**config.mk**
```make
export PLATFORM = sky130hd
export DESIGN_NAME = bba_ram
export DESIGN_NICKNAME = d
export VERILOG_FILES = /design/src/bba_pkg.sv /design/src/bba_ram.sv
export SDC_FILE = /design/constraint.sdc
export NUM_CORES = 2
export LEC_CHECK = 0
export ABC_AREA = 1
export BUFFER_PORTS_ARGS = -buffer_cell sky130_fd_sc_hd__clkbuf_2
export CORE_MARGIN = 2
export CORE_UTILIZATION = 25
export CTS_CLUSTER_DIAMETER = 40
export DETAILED_ROUTE_END_ITERATION = 8
export GPL_ROUTABILITY_DRIVEN = 0
export PLACE_DENSITY_LB_ADDON = 0.12
export SETUP_SLACK_MARGIN = 0.1
export SYNTH_ARGS = -nofsm -noshare
export SYNTH_HDL_FRONTEND = slang
export SYNTH_SLANG_ARGS = --single-unit
```
**constraint.sdc**
```tcl
create_clock -name i_clk -period 5.62 [get_ports i_clk]
set_input_delay 0 -clock i_clk [delete_from_list [all_inputs] [get_ports i_clk]]
set_output_delay 0 -clock i_clk [all_outputs]
set_load 0.01 [all_outputs]
```
**src/bba_pkg.sv**
```systemverilog
package bba_pkg;

    localparam int WORD_W        = 32;
    localparam int BIT_W         = 5;
    localparam int BLK_W         = 24;
    localparam int CNT_W         = 13;
    localparam int COUNT_MAX     = 8191;
    localparam int MAP_WORDS_DEF = 128;

    localparam int S_TDATA_W = 24;
    localparam int M_TDATA_W = 40;
    localparam int CFG_IDX_W = 1;

    localparam logic [BLK_W-1:0] FIRST_DATA_BLOCK_RST = 24'd2;
    localparam logic [BLK_W-1:0] FILESYSTEM_SIZE_RST  = 24'd4096;

    typedef enum logic [CFG_IDX_W-1:0] {
        CFG_FIRST_DATA_BLOCK = 1'b0,
        CFG_FILESYSTEM_SIZE  = 1'b1
    } t_cfg_idx;

    typedef enum logic {
        CMD_ALLOC = 1'b0,
        CMD_FREE  = 1'b1
    } t_cmd;

endpackage

```
**src/bba_ram.sv**
```systemverilog
module bba_ram
    import bba_pkg::*;
#(
    parameter int WIDTH = WORD_W,
    parameter int DEPTH = MAP_WORDS_DEF,
    localparam int AW   = (DEPTH > 1) ? $clog2(DEPTH) : 1
) (
    input  logic             i_clk,
    input  logic             i_we,
    input  logic [AW-1:0]    i_waddr,
    input  logic [WIDTH-1:0] i_wdata,
    input  logic             i_re,
    input  logic [AW-1:0]    i_raddr,
    output logic [WIDTH-1:0] o_rdata
);

    logic [WIDTH-1:0] r_mem [DEPTH];
    logic [WIDTH-1:0] r_rdata;

    always_ff @(posedge i_clk) begin
        if (i_we) begin
            r_mem[i_waddr] <= i_wdata;
        end
        if (i_re) begin
            r_rdata <= r_mem[i_raddr];
        end
    end

    assign o_rdata = r_rdata;

endmodule

```
==> impl_metrics.yaml <==
worst_setup_path:
  path_max_fanout: 41
  startpoint: "i_raddr[3]"
  critPathSlowestCell: "nand3_1"
  criticalPathCategory: "in2reg"
  critical_path.startpoint_type: "input port"
  worstSetupEndpointType: "register"
  crit_buf_inv: 5
  cpLargestDelayFamily: "buffers and inverters"
  reg2reg_from: "r_mem[103][20]"
  worstPathRequired_ps: 6470
  path_cells: "dlygate4sd3_1 > buf_8 > inv_8 > buf_4 > nand3_1 > nand3_1 > nand3_1 > nand3_1 > dlygate4sd3_1 > nand2_1"
  cp.arrival_ps: 4230
  slowest_delay_ps: 670
  crit_top_cell: "nand3_1"
synthesis:
  syn_nets: 13400
  synth_edf_count: 4128
  synthTopCellsByCount: "nand2_1, edfxtp_1, nand3_1"
  syn_avg_cell_area_um2: 12.3
  synth.top_cells.by_area: "edfxtp_1, nand3_1, nand2_1"
  synth_top_cell_area_share_pct: 75.1
  synth_seq_cells: 4128
  ys.warnings.count: 0
  yosysSeqAreaShare_pct: 75.1
  synth_cells: 13400
  yosysTopAreaCell: "edfxtp_1"
  async_reset_ff_share_pct: 0
  synthDistinctLibCells: 14
  yosys.cell_count.top_type: "nand2_1"
  ys.flop_type: "edfxtp_1"
  syn_area_mm2: 0.165
pwr:
  p_int_mw: 62.6
  power_frac_comb_pct: 5.6
  pwr-share-seq_pct: 41.5
  clkPwrFrac_pct: 52.9
  switching_share_pct: 24.1
  irDropWorstVdd_mv: 0.240
  p_leak_nw: 69.7
  power_density_mw_per_mm2: 408
  switchingPower_mw: 19.9
floorplanning:
  dieArea_mm2: 0.666
  die_x_um: 816
  rows: 298
  core-area_mm2: 0.658
  io_pins: 81
  die_h_um: 816
  start_util_pct: 25.1
finish:
  fillCellCount: 66200
  syn2layout_area_growth_pct: 22.7
  drive_above_1_share_pct: 12.3
  final_area_mm2: 0.202
  final-instance-count-excl-fill: 23100
  fin_util_pct: 30.8
  final_nets: 13800
detailed_routing:
  drc: 0
  post_drt_wl_per_cell_um: 28.8
  routed-via-count: 110000
  wirelength_mm: 665
  routed_via_density: 4.76
  ant_nets: 0
  drt_first_iter_violations: 10800
  drt_pass1_iterations: 6
timing:
  clock_skew_ps: 70.2
  fmax_mhz: 296
  slew_violations: 0
  setup_viol: 0
  slew_headroom_pct: 9.60
  finalCritPeriodShare_pct: 60.2
  period_minus_slack_ps: 3380
  tightestPinTransition_ps: 1350
  grt_setup_unrepaired: "no"
  hold_viol_final: 0
  fin_tns_setup_ps: 0
clocking:
  clockRootBuffer: "clkbuf_16"
  cts_sinks: 4128
  tritoncts: "yes"
  clk_path_buf_depth: 4
  clk_pin_slew_worst_paths_ps: 50
  cts_buffers: 699
  htreeDepth: 6
  clk_latency_ps: 1130
grt:
  grt_antenna_before_repair: 81
  track_usage_pct: 19.3
  grt_pass1_wl_mm: 916
  grt_pass1_vias: 108000
  grt_overflow: 0
  grt_max_degree: 126
place:
  dp_hpwl_mm: 370
  placed_cell_area_mm2: 0.177
  dp_cells: 21700
  io_buffers: 80
hold_path:
  hold_start: "i_wdata[3]"
  hp-class: "in2reg"
status:
  outcome: "complete, no violations"
run:
  max_cap_viol_count: 0
==> metal layers <==
metal	vias up	global-route usage (%)	share of wire (%)
met3	844	2.39	4.9
met1	56800	27.7	46
li1	49100	-	-
met2	3138	30.9	46
met4	2	5.31	2.9
met5	-	0	0.0011
==> sequential cells by signal, indices dropped and copies added, names as in the netlist <==
| register | count |
|---|---|
| o_rdata | 32 |
| r_mem | 4096 |
==> cells by family (layout without fill, tap and decap cells) <==
kind of cell  after synthesis  in the layout  share of synthesized area (%)
buf+inv                   933           1910                           2.84
flops                    4128           4128                           75.1
other cells                 0             28                              0
simple gates             8328           8328                           22.0
==> area by class of cell <==
class,count,area (um^2),share of cell area [%]
flip-flops and latches,4128,124000,61.3
multi-input cells,8328,37300,18.4
clock buffers,767,17900,8.82
well taps,8700,10900,5.38
clock inverters,518,6080,3.01
repair buffers,601,6040,2.98
inverters,24,144,0.0711
diodes,28,70.1,0.0346
==> worst reg2reg max path, cell delays in order (launching register included) <==
cell	delay, ps
edfxtp_1	360
nand2_1	80
nand3_1	90
nand3_1	150
nand3_1	200
nand3_1	230
nand3_1	670
nand3_1	330
dlygate4sd3_1	570
nand2_1	50
==> final timing paths <==
kind	end	slack, ps	cells after the start
worst max register to register	o_rdata[20]	2650	9
worst min-delay path	r_mem[121][3]	60	2
worst max-delay path	o_rdata[20]	2240	10
worst min register to register	o_rdata[1]	970	8
==> per-stage QoR <==
step	worst slack, ps	power, mW	hold slack (ps)
global placement	1400	39.4	367
finish	2240	82.5	64.5
global route	2350	84.9	54.4
floorplan	3220	36.8	98.9
CTS	2440	83.4	4.15
detailed placement	1500	39.4	360
==> cell usage in the layout, fill, tap and decap left out, types with 97 or more instances in the layout <==
cell type / Yosys / final
clkinv_1: 0 / 121
buf_12: 0 / 97
bufinv_16: 0 / 98
clkbuf_16: 0 / 704
nand2_1: 4151 / 4143
nand3_1: 4035 / 4035
edfxtp_1: 4128 / 4128
clkinv_2: 0 / 105
buf_4: 86 / 349
nor2_4: 0 / 128
==> timing repair <==
item                      4_1_cts  5_1_grt
setup buffers                   0        0
hold endpoints to repair     4129        0
hold buffers                   87        0
gates resized for setup         0        0
==> power groups by stage <==
stage	Sequential [mW]	Clock, mW	Combinational [mW]
6_report	34.2	43.7	4.63
5_1_grt	34.2	45.7	4.97
4_1_cts	34.2	44.5	4.73
3_5_place_dp	34.8	0	4.62
3_3_place_gp	34.8	0	4.63
2_1_floorplan	34.7	0	2.04
Power figures use the tool's default switching activity.
