### src/bba_pkg.sv
package bba_pkg;

    localparam int WORD_W        = 32;
    localparam int BIT_W         = 5;
    localparam int BLK_W         = 24;
    localparam int CNT_W         = 13;
    localparam int COUNT_MAX     = 8191;
    localparam int MAP_WORDS_DEF = 128;

    localparam int S_TDATA_W = 24;
    localparam int M_TDATA_W = 40;
    localparam int CFG_IDX_W = 1;

    localparam logic [BLK_W-1:0] FIRST_DATA_BLOCK_RST = 24'd2;
    localparam logic [BLK_W-1:0] FILESYSTEM_SIZE_RST  = 24'd4096;

    typedef enum logic [CFG_IDX_W-1:0] {
        CFG_FIRST_DATA_BLOCK = 1'b0,
        CFG_FILESYSTEM_SIZE  = 1'b1
    } t_cfg_idx;

    typedef enum logic {
        CMD_ALLOC = 1'b0,
        CMD_FREE  = 1'b1
    } t_cmd;

endpackage

### src/bba_lsb.sv
module bba_lsb
    import bba_pkg::*;
(
    input  logic [WORD_W-1:0] i_word,
    output logic [BIT_W-1:0]  o_bit
);

    logic [WORD_W-1:0] iso;

    // isolate the lowest set bit, then encode the one-hot result
    assign iso = i_word & (~i_word + WORD_W'(1));

    always_comb begin
        o_bit = '0;
        for (int b = 0; b < BIT_W; b++) begin
            for (int k = 0; k < WORD_W; k++) begin
                if (((k >> b) & 1) == 1) begin
                    o_bit[b] = o_bit[b] | iso[k];
                end
            end
        end
    end

endmodule

### config.mk
export PLATFORM = sky130hd
export DESIGN_NAME = bba_lsb
export DESIGN_NICKNAME = d
export VERILOG_FILES = /design/src/bba_pkg.sv /design/src/bba_lsb.sv
export SDC_FILE = /design/constraint.sdc
export NUM_CORES = 1
export LEC_CHECK = 0
export ABC_AREA = 1
export BUFFER_PORTS_ARGS = -buffer_cell sky130_fd_sc_hd__clkbuf_2
export CAP_MARGIN = 5
export CORE_AREA = 2 2 53 55
export DETAILED_ROUTE_END_ITERATION = 10
export DIE_AREA = 0 0 55 57
export GPL_ROUTABILITY_DRIVEN = 1
export PLACE_DENSITY = 0.62
export SLEW_MARGIN = 20
export SYNTH_ARGS = -nofsm -noshare
export SYNTH_HDL_FRONTEND = slang
export SYNTH_SLANG_ARGS = --single-unit
### constraint.sdc
create_clock -name vclk -period 0.9
set_input_delay 0 -clock vclk [all_inputs]
set_output_delay 0 -clock vclk [all_outputs]
set_load 0.01 [all_outputs]
==> impl_metrics.tcl, run 1 <==
set metrics [dict create \
    status "finished, violations left" \
    violations "negative setup slack" \
    finalCritPeriodShare 1.36 \
    netlist_area_um2 982 \
    via_count 1516 \
    wl_per_cell_um 10.7 \
    drt_wl_total_mm 3.37 \
    grt_pass1_wl_mm 5.57 \
    synthTopCellsByArea "nor2_1 (23%), nand2_1 (20%), nand3_1 (14%)" \
    ios 37 \
    ys_warn_count 0 \
    n_sequential_cell 0 \
    nFillCells 301 \
    max_slew_margin 0.780 \
    grt_pass1_vias 1378 \
    via_per_inst 4.83 \
    first_pass_iters 4 \
    dp_hpwl_mm 2.90 \
    vdd_drop_max_v 0.000186 \
    die_w_um 55 \
    numPortBuffers 37 \
    path_buf_inv 3 \
    fmax_mhz 818 \
    die_h_um 57 \
    finalHoldViolations 0 \
    cp_top_family "simple AND/OR/NAND/NOR gates" \
    stdcell_count 314 \
    fin_total_pwr_uw 409 \
    num-clock-buffers 0 \
    worst_slack_ps -323 \
    path_class "in2out" \
    synthCells 212 \
    final_antenna_net_count 0 \
    grtUsageTotal 0.228 \
    gp_congestion 0.922 \
    crit_path_cell_trace "buf_6 > nor2_4 > nand2_4 > nor2_4 > buf_4 > nand2_1 > nand2_1 > a21oi_1 > nand2_1 > nor2_1 > nand3_1 > clkbuf_2" \
    syn_nets 244 \
    seq_area_um2 0 \
    nets 317 \
    place_inst 312 \
    antenna_found_initial 0 \
    grt_max_degree 10 \
    end_kind "primary output" \
    crit_required_ps 900 \
    start_util 0.376 \
    dp_slack_ps -335 \
    p_leak_nw 0.825 \
    critPathArrivalTime_ps 1220 \
    drive_gt1_frac 0.367 \
    yosysTopAreaCell "nor2_1" \
    fin_util 0.591 \
    overflow 0 \
    area_delta_synth_final_pct 57.5 \
    synthDominantCellAreaShare 0.229 \
    row_count 19 \
    power.density_nw_per_um2 265 \
    antenna_cells 0 \
    path_max_fanout 7 \
    start_kind "input port" \
    drc 0 \
    cpPeakStageDelay_ps 250 \
    setup_viol 5 \
    drv_slew 0 \
    core_um2 2620 \
    synthDistinctLibCells 16 \
    drt-initial-drc-count 44 \
    period_needed_ps 1220 \
    ys_seq_area_frac 0 \
    rsz0062_at_grt "true" \
    crit_path_top_delay_cell "nor2_4" \
    hold_path_class "in2out" \
    die_area_um2 3140 \
    worst_pin_slew_ps 328 \
    drv_cap 0 \
    multi_input_area_um2 922 \
    cts_hold_buf 0 \
    place_area_um2 1450 \
    syn_area_per_cell_um2 4.63 \
    worst_path_most_repeated_cell "nand2_1" \
    final_area_um2 1550 \
]
[worst min-delay path: stages]
cell and delay (ps):
buf_6 80, o21bai_1 70, nand4_1 90, nor2_1 40
nand3_1 60, clkbuf_2 120
[through the flow]
stage / hold slack (ps) / TNS [ps]
6_report: 469 / -1530
5_1_grt: 506 / -2180
4_1_cts: 525 / -1280
3_5_place_dp: 525 / -1570
3_3_place_gp: 539 / -1660
2_1_floorplan: 209 / 0
[cells in the final DEF, fill, tap and decap left out]
cell and count:
a21oi_1 1, buf_2 2, buf_4 34, buf_6 4, clkbuf_2 31, inv_1 32
nand2_1 49, nand2_2 4, nand2_4 1, nand3_1 27, nand3_2 2, nand3_4 1
nand3b_1 1, nand4_1 11, nor2_1 49, nor2_2 13, nor2_4 12, nor3_1 5
o21ai_0 3, o21bai_1 1
[cell type report]
cell class,instances,area share
Inverter,32,0.0777
Multi-Input combinational cell,180,0.596
Tap cell,31,0.0251
Timing Repair Buffer,71,0.301
[cell usage after synthesis]
cell       n
nand4_1   11
nor2_1    60
nand3_1   28
o21bai_1   1
nand2_4    1
nand2_2    1
nand3_2    1
nand3_4    1
nor2_4     8
a21oi_1    1
nor2_2     6
o21ai_0    3
nand2_1   52
nor3_1     5
inv_1     32
nand3b_1   1
[path summary, 6_finish.rpt]
kind	to	start	cells past startpoint	slack, ps
setup / recovery	o_bit[1]	i_word[1]	12	-320
hold / removal	o_bit[0]	i_word[1]	6	470
[layer usage]
layer  routed length, µm  part of all wire  GRT usage  up-vias
met3                 161             0.048    0.00262        8
met1                1480              0.44      0.300      638
met5                   0                 0          0        -
li1                    -                 -          -      816
met4                  89             0.026     0.0557        0
met2                1640              0.49      0.403       54
[where the power goes]
group	switching (mW)	leakage [nW]	internal [mW]
combinational	0.210	0.825	0.200
clock	0	0	0
sequential	0	0	0
[kinds of logic (layout without fill, tap and decap cells)]
kind of cell	count (synthesis)	in the layout	synth area share
simple gates	175	175	0.850
buf+inv	32	103	0.122
compound gates	5	5	0.0280
[timing repair]
item | 4_1_cts | 5_1_grt
resized for setup | 17 | 15
setup endpoints to repair | 5 | 5
pin swaps | 3 | 9
setup buffers | 0 | 2
No activity file was read; power rests on OpenSTA's default activity.
==> inputs of run 2 (changes only) <==
--- a/config.mk
+++ b/config.mk
@@ -6,13 +6,13 @@
 export NUM_CORES = 1
 export LEC_CHECK = 0
 export ABC_AREA = 1
-export BUFFER_PORTS_ARGS = -buffer_cell sky130_fd_sc_hd__clkbuf_2
 export CAP_MARGIN = 5
 export CORE_AREA = 2 2 53 55
 export DETAILED_ROUTE_END_ITERATION = 10
 export DIE_AREA = 0 0 55 57
+export DONT_BUFFER_PORTS = 1
 export GPL_ROUTABILITY_DRIVEN = 1
-export PLACE_DENSITY = 0.62
+export PLACE_DENSITY = 0.5
 export SLEW_MARGIN = 20
 export SYNTH_ARGS = -nofsm -noshare
 export SYNTH_HDL_FRONTEND = slang
==> impl_metrics.tcl, run 2 (synthesis results as in run 1) <==
set metrics [dict create \
    stdcell_count 261 \
    worst_slack_ps -151 \
    antenna_found_initial 0 \
    crit_required_ps 900 \
    dp_hpwl_mm 2.84 \
    via_count 1372 \
    crit_path_cell_trace "nor2_4 > nand2_4 > nor2_4 > nand4_1 > nand2_1 > inv_1 > nand2_1 > nor2_1 > nand2_1" \
    overflow 0 \
    setup_viol 5 \
    ios 37 \
    place_area_um2 1150 \
    via_per_inst 5.26 \
    nets 264 \
    violations "negative setup slack" \
    worst_path_most_repeated_cell "nand2_1" \
    cpPeakStageDelay_ps 230 \
    die_h_um 57 \
    start_util 0.376 \
    period_needed_ps 1050 \
    die_w_um 55 \
    grt_max_degree 10 \
    area_delta_synth_final_pct 26.6 \
    numPortBuffers 0 \
    hold_path_class "in2out" \
    drv_slew 0 \
    dp_slack_ps -191 \
    n_sequential_cell 0 \
    drv_cap 0 \
    drt_wl_total_mm 3.40 \
    final_antenna_net_count 0 \
    seq_area_um2 0 \
    max_slew_margin 0.831 \
    end_kind "primary output" \
    worst_pin_slew_ps 252 \
    layout_common_cells "nor2_1 (48), nand2_1 (48), inv_1 (31)" \
    start_kind "input port" \
    finalCritPeriodShare 1.17 \
    grtUsageTotal 0.228 \
    num-clock-buffers 0 \
    critPathArrivalTime_ps 1050 \
    path_class "in2out" \
    finalHoldViolations 0 \
    drive_gt1_frac 0.248 \
    drc 0 \
    final_area_um2 1240 \
    first_pass_iters 4 \
    path_max_fanout 7 \
    vdd_drop_max_v 0.000107 \
    place_inst 260 \
    rsz0062_at_grt "true" \
    grt_pass1_wl_mm 5.53 \
    status "finished, violations left" \
    p_leak_nw 0.598 \
    drt-initial-drc-count 68 \
    hold_path_depth 4 \
    wl_per_cell_um 13.0 \
    core_um2 2620 \
    power.density_nw_per_um2 183 \
    gp_congestion 0.940 \
    grt_pass1_vias 1271 \
    antenna_cells 0 \
    setup-tns-final_ps -608 \
    fmax_mhz 951 \
    die_area_um2 3140 \
    crit_path_top_delay_cell "nor2_4" \
    nFillCells 314 \
    row_count 19 \
]
run 2: cell count changes in the layout (fill, tap and decap cells not counted), sizes merged:
cell / previous run / this run
buf: 40 / 18
clkbuf: 31 / 0
run 2: area by class of cell:
cell class / count / area (µm²) / share of cell area
inverter: 32 / 120 / 0.0966
tap: 31 / 38.8 / 0.0312
timing repair buffer: 18 / 135 / 0.109
multi-input combinational: 180 / 950 / 0.764
run 2: report_power, final:
group	internal [mW]	switching [mW]
clock network	0	0
registers	0	0
logic	0.0966	0.131
total	0.0966	0.131
run 2: final timing paths:
check / from / to / slack (ps)
setup / recovery: i_word[3] / o_bit[3] / -150
hold / removal: i_word[8] / o_bit[3] / 280
run 2: critical path, delay by kind of cell:
family / cells / cell delay, ps
and+or+nand+nor: 8 / 1010
buffers and inverters: 1 / 50
run 2: metal layers:
metal  routed length, µm  up-vias  share of wire  GRT usage
met5                   0        -              0          0
met1                1530      600           0.45      0.329
met2                1570       56           0.46      0.369
met3                 265        4          0.078     0.0209
met4                  34        0          0.010     0.0418
li1                    -      712              -          -
run 2: metrics by stage:
step / utilization / total power [mW] / hold slack (ps)
global placement: 0.439 / 0.209 / 277
detailed placement: 0.439 / 0.207 / 278
CTS: 0.456 / 0.214 / 270
finish: 0.476 / 0.228 / 285
global route: 0.476 / 0.251 / 302
floorplan: - / 0.136 / 209
run 2: timing repair:
action,4_1_cts,5_1_grt
setup buffers,1,0
endpoints found under the setup margin,5,5
pin swaps,7,13
gates resized for setup,12,15
hold buffers,0,0
